==> src/rtl/t4t_pkg.sv <==
// Shared types, codes and constants of the Type 4 tag NDEF responder.
// Used by t4t_ctrl, t4t_dp and type4_tag_ndef_responder; depends on nothing.
`default_nettype none

package t4t_pkg;

	// Default record store depth in bytes
	localparam int RECORD_DEPTH_DEF = 4096;

	// Input command codes
	localparam logic [1:0] CMD_LOAD = 2'd0;
	localparam logic [1:0] CMD_APDU = 2'd1;
	localparam logic [1:0] CMD_ACT  = 2'd2;

	// Command patterns, first byte in the most significant position
	localparam logic [95:0] APP_SELECT_PAT  = 96'h00A4_0400_07D2_7600_0085_0101;
	localparam logic [55:0] CC_SELECT_PAT   = 56'h00A4_000C_02E1_03;
	localparam logic [55:0] NDEF_SELECT_PAT = 56'h00A4_000C_02E1_04;
	localparam logic [15:0] READ_BINARY_PAT = 16'h00B0;

	// Status words
	localparam logic [7:0] SW_OK_HI   = 8'h90;
	localparam logic [7:0] SW_OK_LO   = 8'h00;
	localparam logic [7:0] SW_FAIL_HI = 8'h6A;
	localparam logic [7:0] SW_FAIL_LO = 8'h82;

	// Length of the capability container file
	localparam logic [7:0] CC_LEN = 8'h0F;

	typedef enum logic [1:0] {
		SESS_READY = 2'd0,
		SESS_APP   = 2'd1,
		SESS_CC    = 2'd2,
		SESS_NDEF  = 2'd3
	} sess_t;

	// Source of the data bytes of a response
	typedef enum logic [1:0] {
		SRC_NONE = 2'd0,
		SRC_CC   = 2'd1,
		SRC_FILE = 2'd2
	} src_t;

	typedef enum logic [2:0] {
		S_IDLE,
		S_DECODE,
		S_FILL,
		S_LAST,
		S_EMIT
	} ctrl_state_t;

	// Controller to datapath
	typedef struct packed {
		logic decode;
		logic issue;
		logic emit;
	} dp_cmd_t;

	// Datapath to controller
	typedef struct packed {
		logic in_apdu;
		logic beat_end;
		logic resp_done;
		logic out_free;
	} dp_status_t;

	// Fixed capability container bytes
	function automatic logic [7:0] cc_file_byte(input logic [3:0] idx);
		logic [7:0] b;
		unique case (idx)
			4'd0:    b = 8'h00;
			4'd1:    b = 8'h0F;
			4'd2:    b = 8'h20;
			4'd3:    b = 8'h00;
			4'd4:    b = 8'hFF;
			4'd5:    b = 8'h00;
			4'd6:    b = 8'hFF;
			4'd7:    b = 8'h04;
			4'd8:    b = 8'h06;
			4'd9:    b = 8'hE1;
			4'd10:   b = 8'h04;
			4'd11:   b = 8'h00;
			4'd12:   b = 8'hFF;
			4'd13:   b = 8'h00;
			4'd14:   b = 8'hFF;
			default: b = 8'h00;
		endcase
		return b;
	endfunction

endpackage

`default_nettype wire

==> src/rtl/t4t_ctrl.sv <==
// Sequencing state machine of the Type 4 tag responder.
// Depends on t4t_pkg; drives t4t_dp through command and status structs.
`default_nettype none

module t4t_ctrl (
	input  wire                    clk,
	input  wire                    arst_n,
	input  wire                    in_valid,
	output logic                   in_ready,
	input  wire t4t_pkg::dp_status_t st,
	output t4t_pkg::dp_cmd_t       cmd
);
	import t4t_pkg::*;

	ctrl_state_t state_q;
	ctrl_state_t state_d;

	// State register
	always_ff @(posedge clk or negedge arst_n) begin
		if (!arst_n) begin
			state_q <= S_IDLE;
		end else begin
			state_q <= state_d;
		end
	end

	// Next state and commands
	always_comb begin
		state_d    = state_q;
		cmd.decode = 1'b0;
		cmd.issue  = 1'b0;
		cmd.emit   = 1'b0;
		in_ready   = 1'b0;
		unique case (state_q)
			S_IDLE: begin
				in_ready = 1'b1;
				if (in_valid && st.in_apdu) begin
					state_d = S_DECODE;
				end
			end
			S_DECODE: begin
				cmd.decode = 1'b1;
				state_d    = S_FILL;
			end
			S_FILL: begin
				// issue one byte a cycle until the beat is complete
				cmd.issue = 1'b1;
				if (st.beat_end) begin
					state_d = S_LAST;
				end
			end
			S_LAST: begin
				// let the final byte of the beat land
				state_d = S_EMIT;
			end
			S_EMIT: begin
				if (st.out_free) begin
					cmd.emit = 1'b1;
					state_d  = st.resp_done ? S_IDLE : S_FILL;
				end
			end
			default: begin
				state_d = S_IDLE;
			end
		endcase
	end

endmodule

`default_nettype wire

==> config.mk <==
export PLATFORM = sky130hd
export DESIGN_NAME = t4t_ctrl
export DESIGN_NICKNAME = d
export VERILOG_FILES = /design/src/rtl/t4t_pkg.sv /design/src/rtl/t4t_ctrl.sv
export SDC_FILE = /design/constraint.sdc
export NUM_CORES = 1
export LEC_CHECK = 0
export ABC_CLOCK_PERIOD_IN_PS = 1700
export BUFFER_PORTS_ARGS = -buffer_cell sky130_fd_sc_hd__buf_2
export CAP_MARGIN = 25
export CORE_AREA = 5 5 42 44
export DETAILED_ROUTE_END_ITERATION = 6
export DIE_AREA = 0 0 47 49
export MAX_ROUTING_LAYER = met4
export PLACE_DENSITY = 0.38
export SETUP_SLACK_MARGIN = 0.5
export SLEW_MARGIN = 15
export SYNTH_ARGS = -nofsm -noshare
export SYNTH_HDL_FRONTEND = slang
export SYNTH_SLANG_ARGS = --single-unit
==> constraint.sdc <==
create_clock -name clk -period 1.7 [get_ports clk]
set_clock_uncertainty 0.15 [all_clocks]
set_input_delay 0.51 -clock clk [delete_from_list [all_inputs] [get_ports clk]]
set_output_delay 0.51 -clock clk [all_outputs]
set_load 0.05 [all_outputs]
==> results of run 1 <==
==> cell usage in the layout, fill, tap and decap left out <==
cell type,instances
sky130_fd_sc_hd__nand3b_1,2
sky130_fd_sc_hd__buf_6,5
sky130_fd_sc_hd__a211o_1,1
sky130_fd_sc_hd__or4b_1,1
sky130_fd_sc_hd__nor3b_4,2
sky130_fd_sc_hd__and4bb_4,1
sky130_fd_sc_hd__nand2_1,2
sky130_fd_sc_hd__buf_4,3
sky130_fd_sc_hd__inv_1,1
sky130_fd_sc_hd__nor3_4,1
sky130_fd_sc_hd__buf_2,6
sky130_fd_sc_hd__nor4bb_2,1
sky130_fd_sc_hd__dfrtp_2,3
sky130_fd_sc_hd__clkbuf_1,1
sky130_fd_sc_hd__dlygate4sd3_1,1
sky130_fd_sc_hd__a211oi_1,1
sky130_fd_sc_hd__clkbuf_4,3
sky130_fd_sc_hd__buf_8,1
==> synthesized netlist by cell type (all sizes together) <==
master  count  area (µm²)
nor3b       2       15.01
or4b        1       10.01
dfrtp       3       75.07
nand2       2       7.510
nor4bb      1       10.01
a211oi      1       7.510
and4bb      1       12.51
nor3        1       5.000
nand3b      2       15.01
a211o       1       8.760
inv         1       3.750
==> worst max-delay path by stage <==
| stage | depth (start not counted) | startpoint | to | slack [ps] |
|---|---|---|---|---|
| 6_report | 2 | state_q[0] | cmd[0] | -150 |
| 4_1_cts | 2 | state_q[0] | cmd[0] | -160 |
| 5_1_grt | 2 | state_q[0] | cmd[0] | -190 |
| 3_3_place_gp | 3 | st[0] | cmd[0] | -30 |
| 3_5_place_dp | 3 | st[0] | cmd[0] | -30 |
| 2_1_floorplan | 1 | state_q[1] | cmd[2] | 60 |
==> report_power, final <==
part	total [W]	internal, W	switching, W
registers	0.000199	0.000110	0.0000890
clock network	0.000132	0.0000883	0.0000432
logic	0.000557	0.000288	0.000268
total	0.000887	0.000487	0.000400
==> worst register-to-register path, delay by kind of cell, from the launching register on <==
kind | cells | cell delay, ps
and+or+nand+nor | 2 | 540
DFF | 1 | 440
buffers and inverters | 3 | 370
==> metrics by stage <==
step	util [%]	worst slack (ps)	power, W	cells	hold slack, ps
2_1_floorplan	-	56.58	0.0004989	16	64.41
3_3_place_gp	20.63	-28.25	0.0005929	43	154.9
3_5_place_dp	20.63	-32.62	0.0006009	43	157.6
4_1_cts	27.41	-164.7	0.0008806	51	359.5
5_1_grt	28.39	-194.9	0.0009503	52	387.1
6_report	28.39	-152.9	0.0008871	52	370.5
==> layout make-up <==
type | instances | area [µm²]
tap | 16 | 20.02
timing repair buffer | 16 | 133.9
clock buffer | 4 | 26.28
fill | 156 | 1003
multi-input combinational | 12 | 135.1
inverter | 1 | 3.754
sequential | 3 | 78.83
==> layer usage <==
metal | routed length, µm | share of wire, % | up-vias | global-route usage, %
met5 | 0 | 0 | - | -
met1 | 207 | 35 | 96 | 6.208
met3 | 25 | 4.3 | 2 | 1.845
met2 | 327 | 56 | 7 | 10.86
li1 | - | - | 101 | -
met4 | 27 | 4.6 | 0 | 11.06
==> repair_timing <==
item | CTS | global route
hold buffers | 1 | 0
setup buffers | 3 | 1
pin swaps | 6 | 2
cloned | 0 | 0
endpoints found under the setup margin | 6 | 7
resized for setup | 11 | 1
hold endpoints to repair | 3 | 0
==> cell families after synthesis <==
| family | Yosys count |
|---|---|
| buffers and inverters | 1 |
| DFF | 3 |
| and+or+nand+nor | 10 |
| AOI/OAI and AO/OA | 2 |
==> impl_metrics.prom, run 1 <==
# TYPE chip_impl_metric gauge
chip_impl_metric{name="final_cell_area",unit="µm²"} 397.9
chip_impl_metric{name="crit_buf_inv",unit=""} 1
chip_impl_metric{name="synth.yosys.seq_area_share",unit="%"} 44.12
chip_impl_info{name="endpoint_kind",value="output pin"} 1
chip_impl_info{name="tritoncts",value="built"} 1
chip_impl_metric{name="dr.first_iter.drc_count",unit=""} 0
chip_impl_metric{name="postRouteAntennaNets",unit=""} 0
chip_impl_info{name="ordered_list_of_cells_on_the_worst_path",value="and4bb_4 -> buf_8"} 1
chip_impl_info{name="violations",value="setup timing"} 1
chip_impl_info{name="timing.hold.worst_endpoint",value="state_q[0]"} 1
chip_impl_metric{name="max-cap-violations",unit=""} 0
chip_impl_metric{name="largest_reg_flops",unit=""} 3
chip_impl_info{name="crit_path_top_delay_cell",value="sky130_fd_sc_hd__dfrtp_2"} 1
chip_impl_metric{name="design.final.nets",unit=""} 44
chip_impl_metric{name="final_weighted_congestion_of_routability_driven_global_placement",unit=""} 0.6937
chip_impl_metric{name="ys_warn_count",unit=""} 0
chip_impl_metric{name="reg2reg_slack",unit="ps"} 130
chip_impl_metric{name="grt_first_pass_wirelength",unit="µm"} 1097
chip_impl_metric{name="wire_per_inst",unit="µm"} 11.31
chip_impl_metric{name="cell_area_power_density",unit="nW/µm²"} 2230
chip_impl_metric{name="fraction_of_final_layout_cells_with_drive_strength_greater_than_1",unit="%"} 72.22
chip_impl_metric{name="row_count",unit=""} 14
chip_impl_metric{name="max-vdd-ir-drop",unit="V"} 0.0007462
chip_impl_metric{name="cp.arrival",unit="ps"} 1190
chip_impl_metric{name="cp_max_fo",unit=""} 8
chip_impl_metric{name="drcViolationCount",unit=""} 0
chip_impl_metric{name="grt_pass1_vias",unit=""} 248
chip_impl_info{name="reg.largest.list",value="state_q (3)"} 1
chip_impl_info{name="unrepaired_setup_endpoints_after_global_routing",value="yes"} 1
chip_impl_metric{name="synth-seq-cells",unit=""} 3
chip_impl_metric{name="clockBufferDepth",unit=""} 2
chip_impl_metric{name="insertedDiodeCount",unit=""} 0
chip_impl_metric{name="grt_max_degree",unit=""} 9
chip_impl_metric{name="synth_nets",unit=""} 23
chip_impl_metric{name="route.vias.total",unit=""} 206
chip_impl_metric{name="number_of_vias_per_cell_after_detailed_routing",unit=""} 3.962
chip_impl_metric{name="first_pass_iters",unit=""} 1
chip_impl_metric{name="critical_path.max_stage_delay",unit="ps"} 470
chip_impl_metric{name="clk_transition_reported_paths",unit="ps"} 40
chip_impl_metric{name="grt.overflow.total",unit=""} 0
chip_impl_metric{name="antenna_violations_before_repair",unit=""} 0
chip_impl_info{name="worst_hold_startpoint",value="st[2]"} 1
chip_impl_metric{name="worstMarginPinSlew",unit="ps"} 209.2
chip_impl_metric{name="setup_viol",unit=""} 4
chip_impl_metric{name="die_height",unit="µm"} 49
chip_impl_metric{name="groute.usage.overall",unit="%"} 7.603
chip_impl_info{name="timing_worst_setup_path_type",value="reg -> out"} 1
chip_impl_metric{name="portBuffers",unit=""} 10
chip_impl_metric{name="numClockSinks",unit=""} 3
chip_impl_metric{name="cts_buffers",unit=""} 3
chip_impl_metric{name="period_minus_slack",unit="ps"} 1853
chip_impl_metric{name="die_area",unit="µm²"} 2303
chip_impl_metric{name="coreArea",unit="µm²"} 1401
chip_impl_metric{name="worst_hold_path.num_cells",unit=""} 3
chip_impl_metric{name="cells_after_synth",unit=""} 16
chip_impl_metric{name="die_x",unit="µm"} 47
chip_impl_metric{name="timing.reg2reg.worst_path_depth",unit=""} 5
chip_impl_metric{name="route.final.wire_length",unit="µm"} 588
chip_impl_metric{name="layout_worst_path_cycle_share",unit="%"} 109.0
chip_impl_metric{name="synth.area.mux_share",unit="%"} 0
chip_impl_info{name="nature_of_the_critical_path_startpoint",value="flip-flop"} 1
chip_impl_metric{name="synth_xor_xnor_area_share",unit="%"} 0
chip_impl_metric{name="synth.lib_cells_used.distinct",unit=""} 11
chip_impl_info{name="reg2reg_end",value="state_q[2]"} 1
chip_impl_metric{name="compound_cell_area_share_of_the_yosys_netlist",unit="%"} 9.559
chip_impl_metric{name="synth_fa_ha_area_share",unit="%"} 0
chip_impl_info{name="holdCritPathClass",value="in -> reg"} 1
chip_impl_metric{name="static_leakage_power",unit="nW"} 0.1750
chip_impl_info{name="regToRegStartpoint",value="state_q[1]"} 1
chip_impl_info{name="critPathTopFamily",value="flip-flops"} 1
chip_impl_metric{name="p_r_area_growth_vs_syn",unit="%"} 133.8
chip_impl_metric{name="starting_utilization_of_the_core_area",unit="%"} 12.14
chip_impl_info{name="run_status",value="complete, but fails checks"} 1
chip_impl_metric{name="hold_viol_final",unit=""} 0
chip_impl_metric{name="placed_cell_area",unit="µm²"} 289.0
chip_impl_metric{name="maximum_frequency_from_static_timing_analysis",unit="GHz"} 0.5397
chip_impl_info{name="cts.root.buffer_cell",value="sky130_fd_sc_hd__clkbuf_4"} 1
chip_impl_metric{name="post_synth_and_or_nand_nor_area_fraction",unit="%"} 44.12
chip_impl_metric{name="slew_headroom",unit="%"} 85.85
chip_impl_metric{name="netlist_area",unit="µm²"} 170.2
chip_impl_info{name="largest_register",value="state_q"} 1
chip_impl_metric{name="place_hpwl",unit="µm"} 386.7
chip_impl_info{name="synth_top_family_by_area",value="simple AND/OR/NAND/NOR gates"} 1
chip_impl_metric{name="postSynthAreaPerCell",unit="µm²"} 10.64
chip_impl_metric{name="crit_required",unit="ps"} 1040
chip_impl_metric{name="clk_latency",unit="ps"} 240
chip_impl_metric{name="io_pins",unit=""} 11
chip_impl_metric{name="fin_tns_setup",unit="ps"} -467.4
chip_impl_metric{name="htreeDepth",unit=""} 1
chip_impl_metric{name="setup_ws",unit="ps"} -152.9
chip_impl_metric{name="report.final.slew_viol_count",unit=""} 0
(Power assumes the default switching activity.)
==> inputs of run 2 (changes only) <==
Settings changed: PLACE_DENSITY 0.38 to unset, PLACE_DENSITY_LB_ADDON set to 0.25.
==> run 2 against run 1 <==
Net effect:
- the run still ends with setup timing left
- sequential power fell by 4%
- utilization grew 2.0 points
- global-route usage fell by 0.81 points
- total power increased by 4.0%
- register-to-register slack worse by 30 ps
- clock-buffer cell count is the same
- non-clock buffer count increased by 2
- largest power group unchanged
- highest routed layer is now met3
==> impl_metrics.prom, run 2 (synthesized netlist as in run 1, its figures left out) <==
# TYPE chip_impl_metric gauge
chip_impl_metric{name="insertedDiodeCount",unit=""} 0
chip_impl_info{name="endpoint_kind",value="output pin"} 1
chip_impl_metric{name="starting_utilization_of_the_core_area",unit="%"} 12.14
chip_impl_metric{name="timing.reg2reg.worst_path_depth",unit=""} 5
chip_impl_metric{name="period_minus_slack",unit="ps"} 1828
chip_impl_info{name="worst_hold_startpoint",value="st[2]"} 1
chip_impl_metric{name="die_area",unit="µm²"} 2303
chip_impl_info{name="reg2reg_end",value="state_q[2]"} 1
chip_impl_metric{name="clk_transition_reported_paths",unit="ps"} 40
chip_impl_metric{name="wire_per_inst",unit="µm"} 9.944
chip_impl_metric{name="portBuffers",unit=""} 10
chip_impl_metric{name="p_r_area_growth_vs_syn",unit="%"} 150.0
chip_impl_info{name="regToRegStartpoint",value="state_q[1]"} 1
chip_impl_info{name="tritoncts",value="built"} 1
chip_impl_metric{name="setup_ws",unit="ps"} -128.0
chip_impl_metric{name="crit_buf_inv",unit=""} 1
chip_impl_metric{name="numClockSinks",unit=""} 3
chip_impl_metric{name="io_pins",unit=""} 11
chip_impl_metric{name="max-vdd-ir-drop",unit="V"} 0.0006568
chip_impl_info{name="run_status",value="complete, but fails checks"} 1
chip_impl_metric{name="die_height",unit="µm"} 49
chip_impl_info{name="critPathLaunch",value="state_q[1]"} 1
chip_impl_metric{name="clk_latency",unit="ps"} 230
chip_impl_metric{name="static_leakage_power",unit="nW"} 0.1886
chip_impl_metric{name="layout_worst_path_cycle_share",unit="%"} 107.5
chip_impl_info{name="timing_worst_setup_path_type",value="reg -> out"} 1
chip_impl_metric{name="place_inst",unit=""} 44
chip_impl_metric{name="clockBufferDepth",unit=""} 2
chip_impl_metric{name="crit_required",unit="ps"} 1040
chip_impl_info{name="layout.cells.most_common",value="sky130_fd_sc_hd__buf_6"} 1
chip_impl_metric{name="dr.first_iter.drc_count",unit=""} 1
chip_impl_info{name="timing.hold.worst_endpoint",value="state_q[0]"} 1
chip_impl_metric{name="grt_pass1_vias",unit=""} 262
chip_impl_metric{name="first_pass_iters",unit=""} 2
chip_impl_info{name="routed.top_layer",value="met3"} 1
chip_impl_metric{name="met3_wirelength",unit="µm"} 19
chip_impl_info{name="nature_of_the_critical_path_startpoint",value="flip-flop"} 1
chip_impl_metric{name="report.final.slew_viol_count",unit=""} 0
chip_impl_info{name="cts.root.buffer_cell",value="sky130_fd_sc_hd__clkbuf_4"} 1
chip_impl_metric{name="route.vias.total",unit=""} 216
chip_impl_metric{name="route.final.wire_length",unit="µm"} 537
chip_impl_metric{name="groute.usage.overall",unit="%"} 6.797
chip_impl_metric{name="cts_buffers",unit=""} 3
chip_impl_metric{name="layout.core_utilization",unit="%"} 30.36
chip_impl_info{name="largest_register",value="state_q"} 1
chip_impl_metric{name="htreeDepth",unit=""} 1
chip_impl_metric{name="grt.overflow.total",unit=""} 0
chip_impl_metric{name="antenna_violations_before_repair",unit=""} 0
chip_impl_metric{name="setup_viol",unit=""} 4
chip_impl_metric{name="slew_headroom",unit="%"} 86.29
chip_impl_info{name="crit_path_top_delay_cell",value="sky130_fd_sc_hd__dfrtp_2"} 1
chip_impl_metric{name="largest_reg_flops",unit=""} 3
chip_impl_metric{name="cell_area_power_density",unit="nW/µm²"} 2170
chip_impl_metric{name="reg2reg_slack",unit="ps"} 100
chip_impl_metric{name="hold_viol_final",unit=""} 0
chip_impl_metric{name="final-instance-count-excl-fill",unit=""} 54
chip_impl_metric{name="worstMarginPinSlew",unit="ps"} 202.7
chip_impl_metric{name="cp_max_fo",unit=""} 5
chip_impl_metric{name="coreArea",unit="µm²"} 1401
chip_impl_metric{name="cp.arrival",unit="ps"} 1170
chip_impl_info{name="reg.largest.list",value="state_q (3)"} 1
chip_impl_info{name="most-common-layout-cells",value="7 x sky130_fd_sc_hd__buf_6, 6 x sky130_fd_sc_hd__buf_2, 3 x sky130_fd_sc_hd__clkbuf_4, 3 x sky130_fd_sc_hd__buf_4, 3 x sky130_fd_sc_hd__dfrtp_2"} 1
chip_impl_metric{name="post_route_worst_hold_slack",unit="ps"} 396.1
chip_impl_metric{name="fraction_of_final_layout_cells_with_drive_strength_greater_than_1",unit="%"} 76.32
chip_impl_metric{name="die_x",unit="µm"} 47
chip_impl_metric{name="postRouteAntennaNets",unit=""} 0
chip_impl_metric{name="maximum_frequency_from_static_timing_analysis",unit="GHz"} 0.5470
chip_impl_metric{name="row_count",unit=""} 14
chip_impl_metric{name="critical_path.max_stage_delay",unit="ps"} 440
chip_impl_metric{name="grt_max_degree",unit=""} 7
chip_impl_info{name="unrepaired_setup_endpoints_after_global_routing",value="yes"} 1
chip_impl_metric{name="drcViolationCount",unit=""} 0
chip_impl_metric{name="place_hpwl",unit="µm"} 404.1
chip_impl_metric{name="design.final.nets",unit=""} 46
chip_impl_metric{name="wl_met2",unit="µm"} 312
chip_impl_info{name="ordered_list_of_cells_on_the_worst_path",value="and4bb_4 -> buf_8"} 1
chip_impl_metric{name="grt_first_pass_wirelength",unit="µm"} 1048
chip_impl_info{name="critPathTopFamily",value="flip-flops"} 1
chip_impl_metric{name="final_weighted_congestion_of_routability_driven_global_placement",unit=""} 0.6731
chip_impl_metric{name="number_of_vias_per_cell_after_detailed_routing",unit=""} 4.000
chip_impl_metric{name="worst_hold_path.num_cells",unit=""} 3
chip_impl_metric{name="detail_route.wirelength.met1",unit="µm"} 205
chip_impl_info{name="violations",value="setup timing"} 1
chip_impl_info{name="holdCritPathClass",value="in -> reg"} 1
chip_impl_metric{name="max-cap-violations",unit=""} 0
-- run 2: final cells by class --
cell class / instances / area [µm²]
clock buffer: 4 / 26.28
fill: 156 / 975.9
inverter: 1 / 3.754
multi-input combinational: 12 / 140.1
sequential: 3 / 78.83
tap: 16 / 20.02
timing repair buffer: 18 / 156.4
-- run 2: metrics by stage --
step | setup TNS (ps) | power, W | cell area [µm²] | worst slack (ps)
after global placement | -30.12 | 0.0006050 | 296.5 | -30.12
after floorplan | 0 | 0.0004989 | 211.5 | 56.58
after CTS | -390.3 | 0.0009378 | 425.4 | -140.5
after global routing | -530.7 | 0.0009812 | 425.4 | -163.9
final | -359.1 | 0.0009230 | 425.4 | -128.0
after detailed placement | -41.65 | 0.0006150 | 296.5 | -41.65
-- run 2: worst max path at each step --
stage / end / slack (ps) / cells past startpoint
final: cmd[0] / -130 / 2
after global routing: cmd[0] / -160 / 2
after detailed placement: cmd[0] / -40 / 3
after floorplan: cmd[2] / 60 / 1
after CTS: cmd[0] / -140 / 2
after global placement: cmd[0] / -30 / 3
-- run 2: repair_timing --
action                                  CTS  global route
pin swaps                                 6             5
endpoints found under the setup margin    7             7
setup buffers                             5             0
resized for setup                        15             0
hold buffers                              1             0
endpoints found under the hold margin     3             0
-- run 2: per-layer routing --
metal | vias to the layer above | track usage [%]
met2 | 7 | 9.050
met5 | - | -
met3 | 0 | 2.214
met1 | 102 | 7.285
met4 | 0 | 6.912
li1 | 107 | -
-- run 2: worst register-to-register path, cell delays in order (launching register included) --
cell and delay (ps):
sky130_fd_sc_hd__dfrtp_2 440, sky130_fd_sc_hd__buf_4 150, sky130_fd_sc_hd__buf_6 100, sky130_fd_sc_hd__buf_4 130
sky130_fd_sc_hd__or4b_1 500, sky130_fd_sc_hd__nand2_1 70
-- run 2: report_power, final --
part           internal (W)  switching [W]  total, W
Sequential         0.000110      0.0000807  0.000191
Clock             0.0000878      0.0000350  0.000123
Combinational      0.000324       0.000285  0.000609
Total              0.000522       0.000401  0.000923
==> inputs of run 3 (changes only) <==
Settings changed: BUFFER_PORTS_ARGS -buffer_cell sky130_fd_sc_hd__buf_2 to -buffer_cell sky130_fd_sc_hd__buf_4.
==> run 3 against run 2 <==
Net effect:
- the flow still finishes with violations (setup timing)
- sequential cell count unchanged
- sequential share of layout area up 0.28 points
- clock-buffer cell count unchanged
- sequential power about the same
==> impl_metrics.prom, run 3 (synthesized netlist as in run 1, its figures left out) <==
# TYPE chip_impl_metric gauge
chip_impl_metric{name="grt_max_degree",unit=""} 8
chip_impl_metric{name="antenna_violations_before_repair",unit=""} 0
chip_impl_metric{name="max-cap-violations",unit=""} 0
chip_impl_info{name="run_status",value="complete, but fails checks"} 1
chip_impl_metric{name="io_pins",unit=""} 11
chip_impl_info{name="critical_path_endpoint",value="cmd[0]"} 1
chip_impl_metric{name="max-vdd-ir-drop",unit="V"} 0.0005149
chip_impl_metric{name="design.final.nets",unit=""} 45
chip_impl_metric{name="p_r_area_growth_vs_syn",unit="%"} 146.3
chip_impl_metric{name="power.share.sequential",unit="%"} 21.1
chip_impl_metric{name="die_height",unit="µm"} 49
chip_impl_metric{name="place_inst",unit=""} 43
chip_impl_metric{name="report.final.slew_viol_count",unit=""} 0
chip_impl_metric{name="crit_required",unit="ps"} 1040
chip_impl_metric{name="groute.usage.overall",unit="%"} 6.151
chip_impl_metric{name="net-switching-power",unit="W"} 0.0003953
chip_impl_metric{name="int_pwr",unit="W"} 0.0004978
chip_impl_metric{name="numClockSinks",unit=""} 3
chip_impl_metric{name="layout.core_utilization",unit="%"} 29.91
chip_impl_info{name="most-common-layout-cells",value="10 x sky130_fd_sc_hd__buf_4, 5 x sky130_fd_sc_hd__buf_6, 3 x sky130_fd_sc_hd__clkbuf_4, 3 x sky130_fd_sc_hd__dfrtp_2"} 1
chip_impl_info{name="cts.root.buffer_cell",value="sky130_fd_sc_hd__clkbuf_4"} 1
chip_impl_metric{name="cp.arrival",unit="ps"} 1160
chip_impl_metric{name="fraction_of_final_layout_cells_with_drive_strength_greater_than_1",unit="%"} 72.97
chip_impl_metric{name="power_switching_share",unit="%"} 44.26
chip_impl_metric{name="htreeDepth",unit=""} 1
chip_impl_metric{name="p_comb_share",unit="%"} 64.8
chip_impl_metric{name="slew_headroom",unit="%"} 84.40
chip_impl_metric{name="timing.reg2reg.worst_path_depth",unit=""} 4
chip_impl_info{name="timing_worst_setup_path_type",value="reg -> out"} 1
chip_impl_metric{name="cell_area_power_density",unit="nW/µm²"} 2131
chip_impl_metric{name="drcViolationCount",unit=""} 0
chip_impl_metric{name="die_area",unit="µm²"} 2303
chip_impl_metric{name="clock_share_of_power",unit="%"} 14.0
chip_impl_metric{name="setup_ws",unit="ps"} -122.7
chip_impl_info{name="regToRegStartpoint",value="state_q[0]"} 1
chip_impl_metric{name="postRouteAntennaNets",unit=""} 0
chip_impl_metric{name="clk_transition_reported_paths",unit="ps"} 40
chip_impl_metric{name="row_count",unit=""} 14
chip_impl_metric{name="clk_latency",unit="ps"} 230
chip_impl_metric{name="coreArea",unit="µm²"} 1401
chip_impl_metric{name="setup_viol",unit=""} 4
chip_impl_metric{name="static_leakage_power",unit="nW"} 0.1866
chip_impl_info{name="violations",value="setup timing"} 1
chip_impl_metric{name="placed_cell_area",unit="µm²"} 314.1
chip_impl_metric{name="die_x",unit="µm"} 47
chip_impl_info{name="layout.cells.most_common",value="sky130_fd_sc_hd__buf_4"} 1
chip_impl_metric{name="grt_pass1_vias",unit=""} 209
chip_impl_info{name="nature_of_the_critical_path_startpoint",value="flip-flop"} 1
chip_impl_metric{name="starting_utilization_of_the_core_area",unit="%"} 12.14
chip_impl_metric{name="design_power_total",unit="W"} 0.0008930
chip_impl_metric{name="final_weighted_congestion_of_routability_driven_global_placement",unit=""} 0.6903
chip_impl_metric{name="maximum_frequency_from_static_timing_analysis",unit="GHz"} 0.5486
chip_impl_metric{name="first_pass_iters",unit=""} 2
chip_impl_info{name="endpoint_kind",value="output pin"} 1
chip_impl_metric{name="final_cell_area",unit="µm²"} 419.2
chip_impl_info{name="reg2reg_end",value="state_q[2]"} 1
chip_impl_metric{name="cp_max_fo",unit=""} 5
chip_impl_info{name="largest_register",value="state_q"} 1
chip_impl_metric{name="grt.overflow.total",unit=""} 0
chip_impl_metric{name="period_minus_slack",unit="ps"} 1823
chip_impl_metric{name="route.final.wire_length",unit="µm"} 553
chip_impl_metric{name="hold_viol_final",unit=""} 0
chip_impl_metric{name="portBuffers",unit=""} 10
chip_impl_metric{name="grt_first_pass_wirelength",unit="µm"} 897
chip_impl_metric{name="reg2reg_slack",unit="ps"} 190
chip_impl_metric{name="layout_worst_path_cycle_share",unit="%"} 107.2
chip_impl_info{name="holdCritPathClass",value="in -> reg"} 1
chip_impl_metric{name="largest_reg_flops",unit=""} 3
chip_impl_info{name="tritoncts",value="built"} 1
chip_impl_metric{name="wire_per_inst",unit="µm"} 10.43
chip_impl_info{name="reg.largest.list",value="state_q (3)"} 1
chip_impl_info{name="critPathLaunch",value="state_q[1]"} 1
chip_impl_metric{name="clockBufferDepth",unit=""} 2
chip_impl_metric{name="route.vias.total",unit=""} 218
chip_impl_metric{name="worstMarginPinSlew",unit="ps"} 230.9
chip_impl_metric{name="dr.first_iter.drc_count",unit=""} 2
chip_impl_metric{name="number_of_vias_per_cell_after_detailed_routing",unit=""} 4.113
chip_impl_metric{name="cts_buffers",unit=""} 3
chip_impl_metric{name="insertedDiodeCount",unit=""} 0
chip_impl_metric{name="final-instance-count-excl-fill",unit=""} 53
chip_impl_info{name="unrepaired_setup_endpoints_after_global_routing",value="yes"} 1
chip_impl_metric{name="pre_cts_ws",unit="ps"} 41.37
run 3: worst min-delay path by stage:
stage          startpoint          to  slack [ps]  cells past startpoint
2_1_floorplan      arst_n  state_q[0]          60                      0
3_3_place_gp       arst_n  state_q[0]         150                      1
3_5_place_dp       arst_n  state_q[0]         150                      1
4_1_cts             st[2]  state_q[0]         380                      3
5_1_grt             st[0]  state_q[2]         390                      3
6_report            st[0]  state_q[2]         380                      3
run 3: layout make-up:
cell class,instances,area [µm²]
clock buffers,4,26.28
multi-input cells,12,133.9
inverters,1,3.754
repair buffers,17,156.4
fillers,161,982.2
flip-flops and latches,3,78.83
well taps,16,20.02
run 3: power by group through the flow:
stage	combinational (W)	clock (W)	sequential (W)
5_1_grt	0.000610	0.000143	0.000197
2_1_floorplan	0.000306	0	0.000192
4_1_cts	0.000549	0.000131	0.000191
3_3_place_gp	0.000419	0	0.000204
3_5_place_dp	0.000422	0	0.000208
6_report	0.000579	0.000125	0.000189
run 3: what timing repair did:
action	CTS	global route
hold endpoints to repair	3	0
endpoints found under the setup margin	7	7
hold buffers	1	0
buffers inserted	4	1
resized for setup	6	2
pin swaps	4	3
run 3: routing by layer:
metal,part of all wire [%],track usage [%]
met5,0,-
met4,5.6,8.295
met3,4.3,2.214
met2,50,7.014
met1,40,6.637
run 3: worst max-delay path, cell delays in order (launching register included):
cell                       delay [ps]
sky130_fd_sc_hd__dfrtp_2          440
sky130_fd_sc_hd__and4bb_4         350
sky130_fd_sc_hd__buf_8            140
run 3: stage by stage:
stage               TNS [ps]  hold slack, ps
finish                -351.7           384.9
global route          -549.4           388.8
floorplan                  0           64.41
global placement           0           149.7
detailed placement         0           151.3
CTS                   -417.6           381.0
